[config.mk]
export PLATFORM = sky130hd
export DESIGN_NAME = rlc_um_rx_sdu_completeness_check
export DESIGN_NICKNAME = d
export VERILOG_FILES = /design/src/rlcum_pkg.sv /design/src/rlc_um_rx_sdu_completeness_check.sv /design/src/rlcum_ram.sv /design/src/rlcum_flow_upd.sv
export SDC_FILE = /design/constraint.sdc
export NUM_CORES = 1
export LEC_CHECK = 0
export BUFFER_PORTS_ARGS = -buffer_cell sky130_fd_sc_hd__buf_2
export CORE_ASPECT_RATIO = 0.5
export CORE_MARGIN = 5
export CORE_UTILIZATION = 65
export CTS_CLUSTER_DIAMETER = 150
export DETAILED_ROUTE_END_ITERATION = 8
export PLACE_DENSITY_LB_ADDON = 0.12
export SLEW_MARGIN = 20
export SYNTH_ARGS = -nofsm -noshare
export SYNTH_HDL_FRONTEND = slang
export SYNTH_SLANG_ARGS = --single-unit
[constraint.sdc]
create_clock -name clk -period 9.1 [get_ports clk]
set_input_delay 1.365 -clock clk [delete_from_list [all_inputs] [get_ports clk]]
set_output_delay 1.365 -clock clk [all_outputs]
set_load 0.01 [all_outputs]
[src/rlcum_pkg.sv]
package rlcum_pkg;

  localparam int unsigned FLOWS_DEF    = 32;
  localparam int unsigned SEQ_BITS_DEF = 16;

  localparam int unsigned FLOW_W = 5;
  localparam int unsigned ADDR_W = 16;
  localparam int unsigned NUM_W  = 16;
  localparam int unsigned SEG_W  = 8;
  localparam int unsigned VERD_W = 3;

  typedef enum logic [VERD_W-1:0] {
    V_DELIVER    = 3'd0,
    V_DROP_ADDR  = 3'd1,
    V_NOT_DATA   = 3'd2,
    V_CONSUMED   = 3'd3,
    V_INCOMPLETE = 3'd4
  } verdict_t;

  typedef struct packed {
    logic     wr;
    verdict_t verdict;
  } upd_ctl_t;

endpackage

[src/rlc_um_rx_sdu_completeness_check.sv]
// Receive-side SDU completeness check for an unacknowledged-mode link layer.
// Each input beat is one PDU descriptor and yields exactly one verdict beat.
// Each PDU first has its flow's entry read from the flow table memory and is
// then judged and the entry written back; a new PDU is taken once the
// previous one has left the table, and a verdict still waiting on the
// output holds the judging step. The flow table needs no clearing pass
// after reset: a valid bit per flow makes an unwritten entry read as zero.
// own_address may only be written while no PDU is in flight.
module rlc_um_rx_sdu_completeness_check #(
  parameter int unsigned FLOWS    = rlcum_pkg::FLOWS_DEF,
  parameter int unsigned SEQ_BITS = rlcum_pkg::SEQ_BITS_DEF
) (
  input  logic                         clk,
  input  logic                         rst,
  input  logic                         cfg_wr_en,
  input  logic [rlcum_pkg::ADDR_W-1:0] cfg_wr_data,
  input  logic                         in_valid,
  output logic                         in_ready,
  input  logic [rlcum_pkg::FLOW_W-1:0] flow_id,
  input  logic [rlcum_pkg::ADDR_W-1:0] dest_addr,
  input  logic                         pdu_error,
  input  logic                         is_data,
  input  logic [rlcum_pkg::NUM_W-1:0]  pdu_seqno,
  input  logic [rlcum_pkg::NUM_W-1:0]  eop_seqno,
  input  logic [rlcum_pkg::NUM_W-1:0]  sdu_number,
  input  logic [rlcum_pkg::SEG_W-1:0]  segment_index,
  output logic                         out_valid,
  input  logic                         out_ready,
  output logic [rlcum_pkg::VERD_W-1:0] verdict
);

  import rlcum_pkg::*;

  localparam int unsigned FIDX = (FLOWS > 1) ? $clog2(FLOWS) : 1;
  localparam int unsigned EW   = SEQ_BITS + NUM_W + 1;

  typedef enum logic [1:0] {
    S_IDLE = 2'b01,
    S_LOOK = 2'b10
  } state_t;

  state_t state, state_next;

  logic [ADDR_W-1:0]   own_address;
  logic [FLOW_W-1:0]   flow_q;
  logic [ADDR_W-1:0]   dest_q;
  logic                err_q;
  logic                data_q;
  logic [SEQ_BITS-1:0] seq_q;
  logic [SEQ_BITS-1:0] eop_q;
  logic [NUM_W-1:0]    sdu_q;
  logic [SEG_W-1:0]    seg_q;
  logic [FLOWS-1:0]    entry_vld;
  verdict_t            verdict_q;

  logic                in_accept;
  logic                in_range_in;
  logic                in_range_q;
  logic                done;
  logic [FIDX-1:0]     addr_q;
  logic [EW-1:0]       rd_data;
  logic [EW-1:0]       entry;
  logic [EW-1:0]       wr_data;
  upd_ctl_t            ctl;
  logic [SEQ_BITS-1:0] new_seq;
  logic [NUM_W-1:0]    new_sdu;
  logic                new_dmg;

  assign in_ready    = (state == S_IDLE);
  assign in_accept   = in_valid && in_ready;
  assign in_range_in = (32'(flow_id) < 32'(FLOWS));
  assign in_range_q  = (32'(flow_q) < 32'(FLOWS));
  assign addr_q      = FIDX'(flow_q);
  assign done        = (state == S_LOOK) && (!out_valid || out_ready);

  rlcum_ram #(
    .WIDTH (EW),
    .DEPTH (FLOWS)
  ) u_flow_tab (
    .clk     (clk),
    .wr_en   (done && ctl.wr),
    .wr_addr (addr_q),
    .wr_data (wr_data),
    .rd_en   (in_accept && in_range_in),
    .rd_addr (FIDX'(flow_id)),
    .rd_data (rd_data)
  );

  // An entry that was never written reads as all zero.
  assign entry   = (in_range_q && entry_vld[addr_q]) ? rd_data : '0;
  assign wr_data = {new_seq, new_sdu, new_dmg};

  rlcum_flow_upd #(
    .SEQ_BITS (SEQ_BITS)
  ) u_upd (
    .own_address   (own_address),
    .dest_addr     (dest_q),
    .pdu_error     (err_q),
    .is_data       (data_q),
    .in_range      (in_range_q),
    .seq           (seq_q),
    .eop           (eop_q),
    .sdu_number    (sdu_q),
    .segment_index (seg_q),
    .cur_seq       (entry[EW-1 -: SEQ_BITS]),
    .cur_sdu       (entry[NUM_W:1]),
    .cur_dmg       (entry[0]),
    .ctl           (ctl),
    .new_seq       (new_seq),
    .new_sdu       (new_sdu),
    .new_dmg       (new_dmg)
  );

  always_comb begin
    state_next = state;
    unique case (state)
      S_IDLE: begin
        if (in_accept) begin
          state_next = S_LOOK;
        end
      end
      S_LOOK: begin
        if (done) begin
          state_next = S_IDLE;
        end
      end
      default: state_next = S_IDLE;
    endcase
  end

  always_ff @(posedge clk) begin
    if (rst) begin
      state       <= S_IDLE;
      own_address <= '0;
      entry_vld   <= '0;
      out_valid   <= 1'b0;
    end else begin
      state <= state_next;
      if (cfg_wr_en) begin
        own_address <= cfg_wr_data;
      end
      if (done && ctl.wr) begin
        entry_vld[addr_q] <= 1'b1;
      end
      if (done) begin
        out_valid <= 1'b1;
      end else if (out_ready) begin
        out_valid <= 1'b0;
      end
    end
  end

  always_ff @(posedge clk) begin
    if (in_accept) begin
      flow_q <= flow_id;
      dest_q <= dest_addr;
      err_q  <= pdu_error;
      data_q <= is_data;
      seq_q  <= SEQ_BITS'(pdu_seqno);
      eop_q  <= SEQ_BITS'(eop_seqno);
      sdu_q  <= sdu_number;
      seg_q  <= segment_index;
    end
    if (done) begin
      verdict_q <= ctl.verdict;
    end
  end

  assign verdict = verdict_q;

endmodule

[src/rlcum_ram.sv]
module rlcum_ram #(
  parameter int unsigned WIDTH = 8,
  parameter int unsigned DEPTH = 32,
  localparam int unsigned AW = (DEPTH > 1) ? $clog2(DEPTH) : 1
) (
  input  logic             clk,
  input  logic             wr_en,
  input  logic [AW-1:0]    wr_addr,
  input  logic [WIDTH-1:0] wr_data,
  input  logic             rd_en,
  input  logic [AW-1:0]    rd_addr,
  output logic [WIDTH-1:0] rd_data
);

  logic [WIDTH-1:0] mem [DEPTH];

  always_ff @(posedge clk) begin
    if (wr_en) begin
      mem[wr_addr] <= wr_data;
    end
    if (rd_en) begin
      rd_data <= mem[rd_addr];
    end
  end

endmodule

[src/rlcum_flow_upd.sv]
module rlcum_flow_upd #(
  parameter int unsigned SEQ_BITS = rlcum_pkg::SEQ_BITS_DEF
) (
  input  logic [rlcum_pkg::ADDR_W-1:0] own_address,
  input  logic [rlcum_pkg::ADDR_W-1:0] dest_addr,
  input  logic                         pdu_error,
  input  logic                         is_data,
  input  logic                         in_range,
  input  logic [SEQ_BITS-1:0]          seq,
  input  logic [SEQ_BITS-1:0]          eop,
  input  logic [rlcum_pkg::NUM_W-1:0]  sdu_number,
  input  logic [rlcum_pkg::SEG_W-1:0]  segment_index,
  input  logic [SEQ_BITS-1:0]          cur_seq,
  input  logic [rlcum_pkg::NUM_W-1:0]  cur_sdu,
  input  logic                         cur_dmg,
  output rlcum_pkg::upd_ctl_t          ctl,
  output logic [SEQ_BITS-1:0]          new_seq,
  output logic [rlcum_pkg::NUM_W-1:0]  new_sdu,
  output logic                         new_dmg
);

  import rlcum_pkg::*;

  logic in_order;

  assign in_order = (cur_seq == seq);

  always_comb begin
    ctl.wr      = 1'b0;
    ctl.verdict = V_CONSUMED;
    new_seq     = seq + SEQ_BITS'(1);
    new_sdu     = cur_sdu;
    new_dmg     = cur_dmg;
    priority if (dest_addr != own_address || pdu_error) begin
      ctl.verdict = V_DROP_ADDR;
    end else if (!is_data) begin
      ctl.verdict = V_NOT_DATA;
    end else if (!in_range) begin
      ctl.verdict = V_DROP_ADDR;
    end else if (seq == eop) begin
      // The last PDU closes the SDU whatever its fate.
      ctl.wr      = 1'b1;
      ctl.verdict = (in_order && cur_sdu == sdu_number && !cur_dmg) ?
                    V_DELIVER : V_INCOMPLETE;
      new_sdu     = sdu_number + NUM_W'(1);
      new_dmg     = 1'b0;
    end else begin
      ctl.wr = 1'b1;
      if (!in_order) begin
        // A gap inside an SDU damages it; a gap before its first segment does not.
        new_sdu = sdu_number;
        if (segment_index != '0) begin
          new_dmg = 1'b1;
        end
      end
    end
  end

endmodule
# == After elaboration in Yosys (flattened, before gate mapping) ==
# Memories as Yosys holds them, arrays and structs flattened. A register that Yosys moved wholly into a read port is not among the register bits.
# Cells that the tools add are included.
# op_classes
n_mux,26
order_cmp,2
bitwise,3
n_addsub,2
eq_ne,8
n_reduce_logical,14
# ops
op,count
16-bit 2-to-1 mux,4
16-bit == test,3
33-bit 2-to-1 mux,1
16-bit by 1-bit adder with 16-bit output (second input constant),2
32-bit OR,1
16-bit inequality test,1
1-bit 2-to-1 mux,13
2-bit 2-to-1 mux,4
8-bit nonzero test,1
1-bit logical AND,6
5-bit by 6-bit < comparator with 1-bit output (second input constant),1
1-bit binary-select mux with 5-bit select,1
1-bit demux with 5-bit select,1
5-bit by 1-bit >= comparator with 1-bit output (second input constant),1
2-bit one-hot mux with 2 select lines,1
3-bit 2-to-1 mux,1
3-bit OR reduction,1
2-bit by 1-bit == test with 1-bit output (second input constant),1
2-bit == test (second input constant),1
1-bit zero test,2
1-bit logical OR,2
2-bit by 1-bit inequality test with 1-bit output (second input constant),1
2-bit inequality test (second input constant),1
1-bit NOT,2
other kinds (2),2
# word_totals
register_bits,133
ramBits,1056
output_inout_bits,5
memories,1
inputBits,100
elab_cells,70
# memory_table
name,depth,width,rd,rd_clocked_by_memory_dff,write_ports,line_no,source
u_flow_tab.mem,32,33,1,1,1,rlcum_ram.sv:15,logic [WIDTH-1:0] mem [DEPTH];

# == Depth between registers and ports, before layout ==
# Gate-level depths: netlist of run 1.
# logic_depth
depth_word,9
ltp_mapped,11
depth_no_buf,8

# == By module ==
# Synthesis of run 1 repeated with hierarchy kept, for this count alone.
# unflattened
hier_cells,2926
hier_area_um2,48800.6
# modules_own_cells
mod,n_inst,seq_area_each_um2,cells_per_inst,area_per_inst_um2
rlcum_ram,1,32701.4,2332,42144.2
rlc_um_rx_sdu_completeness_check,1,3483.3,342,4848.4
rlcum_flow_upd,1,0.0,252,1808.0

# == Least setup slack after synthesis of run 1 ==
# No wires, ideal clock.
# synth_timing
path_kind,input -> register
startpoint,input port in_valid
endpoint,"register flow_q[0], in the netlist addr_q[0] (enable)"
n_path_buf,0
setup_ns,0.485
arrival_time_ns,3.957
t_required_ns,8.615
setup_slack_ns,4.658
path_stages,1
path_cell_list,and2_1
# synth_between
elab_chain_cells,1
# synth_rtl
item,line_no,source
start: declaration,rlc_um_rx_sdu_completeness_check.sv:17,"input logic in_valid,"
1-bit logical AND,rlc_um_rx_sdu_completeness_check.sv:70,assign in_accept = in_valid && in_ready;
end signal: assignment,rlc_um_rx_sdu_completeness_check.sv:155,flow_q <= flow_id;
end: declaration,rlc_um_rx_sdu_completeness_check.sv:45,logic [FLOW_W-1:0] flow_q;
# Every way passes these cells.
# A chain may end at the register's enable or synchronous reset.

# == Worst setup path after layout of run 1 ==
# layout_timing
startpoint,"register flow_q[1], in the netlist addr_q[1]"
endpoint,memory u_flow_tab.mem[13][16] (netlist bit) (data pin)
# layout_between
elab_chain_cells,8
# layout_rtl
item,line_no,source
1-bit binary-select mux with 5-bit select *,rlc_um_rx_sdu_completeness_check.sv:90,assign entry = (in_range_q && entry_vld[addr_q]) ? rd_data : '0;
1-bit 2-to-1 mux (implied by the code) *,rlc_um_rx_sdu_completeness_check.sv:90,
33-bit 2-to-1 mux *,rlc_um_rx_sdu_completeness_check.sv:90,
16-bit == test,rlcum_flow_upd.sv:26,assign in_order = (cur_seq == seq);
16-bit 2-to-1 mux,rlcum_flow_upd.sv:49,if (!in_order) begin
16-bit 2-to-1 mux,rlcum_flow_upd.sv:40,end else if (seq == eop) begin
16-bit 2-to-1 mux,rlcum_flow_upd.sv:36,end else if (!is_data) begin
16-bit 2-to-1 mux *,rlcum_flow_upd.sv:34,priority if (dest_addr != own_address || pdu_error) begin
via new_sdu[15],rlc_um_rx_sdu_completeness_check.sv:66,logic [NUM_W-1:0] new_sdu;
end: declaration,rlcum_ram.sv:15,
# Mark *: on every way through the listed nets, which the timed path passes. The rest lies on a longest branch. The select of a mux whose other input is x is not followed.

==> results of run 1 <==
-- critical path, stage by stage (launching register included) --
cell and delay, ns:
edfxtp_1 0.91, mux4_2 0.42, a22o_1 0.29, a21oi_4 0.19, nand3_2 0.38, o32ai_1 0.42, nand4_1 0.67, o31ai_4 0.99
a221o_1 0.99
-- per-layer routing --
layer  track usage  wire [um]  vias to the layer above
li1              -          -                     9231
met4        0.0748       2990                        0
met3        0.0918      14100                      203
met5             0          0                        -
met2         0.439      52800                     1528
met1         0.440      44000                    12200
-- final cells by class --
class                   count  share of cell area
clock buffers             121              0.0490
clock inverters            63              0.0132
inverters                  11            0.000781
multi-input cells         784               0.210
flip-flops and latches   1222               0.684
well taps                 972              0.0230
repair buffers            162              0.0195
-- path summary, 6_finish.rpt --
check,slack [ns],to,from
min reg2reg,0.48,entry_vld[4],entry_vld[4]
max reg2reg,3.47,u_flow_tab.mem[13][16],addr_q[1]
min,0.48,entry_vld[4],entry_vld[4]
max,3.47,u_flow_tab.mem[13][16],addr_q[1]
-- state kept, by name, indices dropped and copies added, names as in the netlist --
name / cells
u_flow_tab.mem: 1056
u_flow_tab.rd_data: 33
entry_vld: 32
dest_q: 16
eop_q: 16
own_address: 16
sdu_q: 16
seq_q: 16
seg_q: 8
addr_q: 5
verdict: 3
state: 2
data_q: 1
err_q: 1
out_valid: 1
-- report_power, final --
part           switching, W  internal [W]
sequential        0.0000598       0.00627
clock               0.00196       0.00243
combinational      0.000336      0.000243
total               0.00235       0.00895
-- logic make-up (layout without fill, tap and decap cells) --
group	after synthesis	count (layout)	share of synthesized area
xor+xnor	81	81	0.0150
flops	1222	1222	0.763
fa+ha+maj	2	2	0.000528
mux	395	395	0.172
buf+inv	130	357	0.0107
simple gates	213	213	0.0227
compound gates	93	93	0.0160
-- stage by stage --
| stage | area, um2 | cells |
|---|---|---|
| floorplan | 47400 | 2136 |
| global placement | 49500 | 3149 |
| detailed placement | 49500 | 3150 |
| CTS | 52800 | 3334 |
| global route | 52900 | 3335 |
| finish | 52900 | 3335 |
-- synthesized netlist by cell type, drive strengths merged (2+ instances only) --
cell,n,area share
nand4,17,0.0022
o21ba,23,0.0049
mux2i,29,0.0061
dfxtp,51,0.022
a222oi,2,0.00042
xnor2,49,0.0091
buf,33,0.0030
o32ai,3,0.00055
a221o,13,0.0027
ha,2,0.00053
nand3,15,0.0017
nand3b,3,0.00047
nor2,94,0.0074
nor3,5,0.00053
and3,19,0.0025
and4,3,0.00055
or3b,3,0.00055
or4,2,0.00032
and2,4,0.00053
a21o,2,0.00032
o221ai,2,0.00037
a22o,2,0.00037
or3,2,0.00026
nand2,22,0.0017
nor4bb,5,0.0011
mux2,34,0.0082
a31oi,5,0.00066
o22ai,3,0.00040
inv,11,0.00087
o31ai,2,0.00061
o21ai,16,0.0017
nor4,10,0.0015
clkbuf,86,0.0068
nand2b,2,0.00026
xor2,32,0.0059
edfxtp,1171,0.74
a21oi,12,0.0016
nor2b,3,0.00040
mux4,332,0.16
==> results.yml, run 1 <==
outcome:
  status: "finished clean"
worst_hold_path:
  hp-class: "reg -> reg"
  hold_depth: 2
clock_tree:
  cts_inserted_buffers: 99
  cts-resized-gates: 0
  cts_tree: "built"
  cts_hold_buf: 0
  cts_sinks: 1222
  clock_latency_ns: 0.71
  cts_buffer_depth: 3
  cts_max_level: 3
  cts_root_buffer: "clkbuf_16"
  clk_pin_slew_worst_paths_ns: 0.07
  cts_setup_buffers: 0
timing:
  finClkSkew_ns: 0.0370
  fmax_ghz: 0.178
  finalHoldViolations: 0
  rsz0062_at_grt: "no"
  min_period_ns: 5.63
  layout_setup_ws_ns: 3.47
  holdWs_ns: 0.478
  slew_headroom: 0.231
  period_share: 0.619
  setup-tns-final_ns: 0
  worst_pin_slew_ns: 1.15
  setup_viol: 0
  slew_viol_final: 0
logic_synthesis:
  ys_ff_latch: 1222
  ys.flop_type: "edfxtp_1"
  synth_edf_count: 1171
  ys_types: 64
  synthesis.area_um2: 47400
  synth-seq-area-share: 0.763
  syn_inst: 2136
  syn_nets: 2238
  ys_async_sr_fraction: 0
  yosysWarnings: 0
  avgSynthCellArea_um2: 22.2
finish:
  drive_gt1_frac: 0.315
  mostFrequentLayoutCells: "edfxtp_1, mux4_2, clkbuf_16, buf_2, nor2_1"
  diodes: 0
  multi_input_area_um2: 11100
  nFillCells: 4142
  nets: 2382
  post-route-util: 0.727
  final_common_cell: "edfxtp_1"
  area_growth_pct: 11.5
  regArea_um2: 36200
drt:
  dr.first_iter.drc_count: 3382
  ant_nets: 0
  remaining_drc_errors: 0
  routed_wl_um: 114000
  wl_per_cell_um: 34.2
  dr.pass1.iters: 9
  num_vias: 23200
  via_per_inst: 6.95
place:
  dp_slack_ns: 3.27
  hpwl_um: 60500
  gp_congestion: 0.864
  port_buffers: 104
worst_setup_path:
  critPathKind: "reg -> reg"
  cp-start-kind: "register"
  reg2regPathDepth: 8
  crit_fanout: 32
  worstPathArrival_ns: 5.97
  end_kind: "register"
  critPathRequiredTime_ns: 9.44
die:
  dieArea_um2: 78800
  die_h_um: 201
  initial_core_util: 0.652
  pin_count: 105
  rows: 70
  core-area_um2: 72700
  die_x_um: 392
grt:
  overflow: 0
  grt_pass1_wl_um: 163000
  grt_max_degree: 143
  antenna_found_initial: 0
  grt_usage: 0.295
  grt_pass1_vias: 23000
power:
  power.density_nw_per_um2: 214
  leakage_nw: 16.9
  peakVddDrop_mv: 0.209
  power_w: 0.0113
job:
  cap_violations: 0
Power figures use the tool's default switching activity.
==> run 2: changes to the inputs <==
- ABC_AREA: not set -> 1
- CORE_UTILIZATION: 65 -> 62
- clock period: 9.1 -> 5.5 ns (I/O delays scaled with it)
==> run 2 against run 1 <==
Cell area rose by 1.9%. Die area rose by 7.0%. Critical path depth rose by 13. Clock-buffer cell count rose by 5. Via count rose by 43%. Setup slack got worse by 2.6 ns. Sequential power rose by 63%. Clock power rose by 65%.
==> results.yml, run 2 <==
job:
  cap_violations: 0
logic_synthesis:
  synthesis.area_um2: 48500
  synth.top_cell.area_share: 0.725
  ys.flop_type: "edfxtp_1"
  synthTopCellsByArea: "edfxtp_1, o21ai_0, nor2_1"
  yosys.area.top_type: "edfxtp_1"
  syn_nets: 3862
  yosysWarnings: 0
  syn_inst: 3760
  synth-seq-area-share: 0.746
  ys_types: 36
  ys_async_sr_fraction: 0
  avgSynthCellArea_um2: 12.9
  yosysMostFrequentCell: "edfxtp_1"
  synth_edf_count: 1171
  ys_top_cells_by_count: "edfxtp_1, nor2_1, o21ai_0"
  ys_ff_latch: 1222
grt:
  overflow: 0
  antenna_found_initial: 1
  grt_pass1_vias: 31000
  grt_usage: 0.329
  grt_max_degree: 191
  grt_pass1_wl_um: 204000
die:
  die_x_um: 406
  dieArea_um2: 84300
  die_h_um: 208
  pin_count: 105
  rows: 72
  core-area_um2: 77400
  initial_core_util: 0.627
clock_tree:
  cts_inserted_buffers: 101
  cts-resized-gates: 0
  clk_pin_slew_worst_paths_ns: 0.07
  cts_hold_buf: 0
  cts_setup_buffers: 0
  cts_buffer_depth: 3
  clock_latency_ns: 0.72
  cts_sinks: 1222
  cts_tree: "built"
  cts_root_buffer: "clkbuf_16"
  cts_max_level: 3
timing:
  fmax_ghz: 0.217
  rsz0062_at_grt: "no"
  finClkSkew_ns: 0.0261
  layout_setup_ws_ns: 0.894
  finalHoldViolations: 0
  setup-tns-final_ns: 0
  period_share: 0.837
  min_period_ns: 4.61
  slew_headroom: 0.223
  setup_viol: 0
  slew_viol_final: 0
  worst_pin_slew_ns: 1.17
drt:
  wl_per_cell_um: 28.3
  dr.first_iter.drc_count: 5282
  routed_wl_um: 140000
  remaining_drc_errors: 0
  via_per_inst: 6.68
  num_vias: 33100
  ant_nets: 0
  dr.pass1.iters: 6
worst_hold_path:
  hold_depth: 1
  min_from: "sdu_number[11]"
  hp-class: "in -> reg"
  worstHoldEndpoint: "sdu_q[11]"
worst_setup_path:
  critPathKind: "reg -> reg"
  crit_fanout: 35
  end_kind: "register"
  cp-start-kind: "register"
  reg2reg_slack_ns: 0.89
  rr_endpoint: "u_flow_tab.mem[3][1]"
  reg2reg_from: "addr_q[0]"
  critPathRequiredTime_ns: 5.87
  worstPathArrival_ns: 4.98
  reg2regPathDepth: 21
power:
  leakage_nw: 17.4
  peakVddDrop_mv: 0.253
  power.density_nw_per_um2: 343
  power_w: 0.0185
finish:
  mostFrequentLayoutCells: "edfxtp_1, nor2_1, o21ai_0"
  largest_reg_flops: 1056
  multi_input_area_um2: 11100
  regArea_um2: 36200
  regMostFlops: "u_flow_tab.mem"
  area_growth_pct: 11.1
  post-route-util: 0.696
  nets: 3925
  largestRegisters: "u_flow_tab.mem: 1056 flops, u_flow_tab.rd_data: 33 flops, entry_vld: 32 flops"
  drive_gt1_frac: 0.113
  final_common_cell: "edfxtp_1"
  nFillCells: 5285
place:
  gp_congestion: 0.931
  dp_slack_ns: 0.923
  hpwl_um: 76900
  port_buffers: 104
outcome:
  status: "finished clean"
## run 2: cell types whose count changed in the layout (fill, tap and decap cells not counted), moves of 116 or more
cell	delta
nor2_1	+587
nand3_1	+116
nand2_1	+243
o221ai_1	+193
mux4_2	-332
o21ai_0	+575
## run 2: stage by stage
stage          area (um2)  cells  hold WS [ns]
2_1_floorplan       48500   3760         0.430
3_3_place_gp        50500   4756         0.441
3_5_place_dp        50600   4756         0.444
4_1_cts             53900   4946         0.255
5_1_grt             53900   4946         0.272
6_report            53900   4947         0.289
## run 2: where the power goes
group	leakage (nW)	switching (W)	internal, W
clock	1.61	0.00336	0.00391
combinational	5.07	0.000671	0.000253
sequential	10.8	0.0000762	0.0102
## run 2: worst max-delay path, cell delays in order, from the launching register on
cell and delay [ns]:
edfxtp_1 0.72, inv_2 0.35, nand2_1 0.08, nand2_1 0.07
nand2_1 0.05, nand2_1 0.08, nand2_1 0.04, nand2_1 0.10
nor2_1 0.06, nand2_2 0.44, buf_4 0.47, nand2_1 0.09
nand2_1 0.08, nand2_1 0.06, nor2_1 0.12, nand2_1 0.10
nor2_4 0.19, nand2_4 0.06, buf_4 0.22, nand2_1 0.07
nand3_1 0.07, nand2_1 0.71
## run 2: kinds of logic after synthesis
kind of cell               after synthesis  synth area share
DFF                                   1222             0.746
and+or+nand+nor                       1089            0.0899
AOI/OAI and AO/OA                     1017             0.125
buffers and inverters                  388            0.0306
xor gates and xnor gates                42           0.00758
adders and majority gates                2          0.000516
## run 2: per-layer routing
| layer | vias up | track usage | wire length, um |
|---|---|---|---|
| met5 | - | 0 | 0 |
| met3 | 319 | 0.0819 | 19500 |
| met4 | 0 | 0.101 | 4410 |
| met1 | 16300 | 0.503 | 56400 |
| met2 | 2292 | 0.471 | 59600 |
| li1 | 14100 | - | - |
## run 2: cell type report
cell class / instances / area share
Clock buffer: 126 / 0.0490
Multi-Input combinational cell: 2150 / 0.206
Sequential cell: 1222 / 0.671
Tap cell: 1036 / 0.0241
Clock inverter: 64 / 0.0117
Timing Repair Buffer: 214 / 0.0283
Inverter: 134 / 0.00966
Antenna cell: 1 / 0.0000464
## run 2: worst max-delay path by stage
| stage | startpoint | endpoint |
|---|---|---|
| floorplan | in_valid | addr_q[0] |
| global placement | addr_q[0] | u_flow_tab.mem[11][2] |
| detailed placement | seq_q[0] | u_flow_tab.mem[6][30] |
| CTS | seq_q[0] | u_flow_tab.mem[3][30] |
| global route | addr_q[0] | u_flow_tab.mem[30][1] |
| finish | addr_q[0] | u_flow_tab.mem[3][1] |
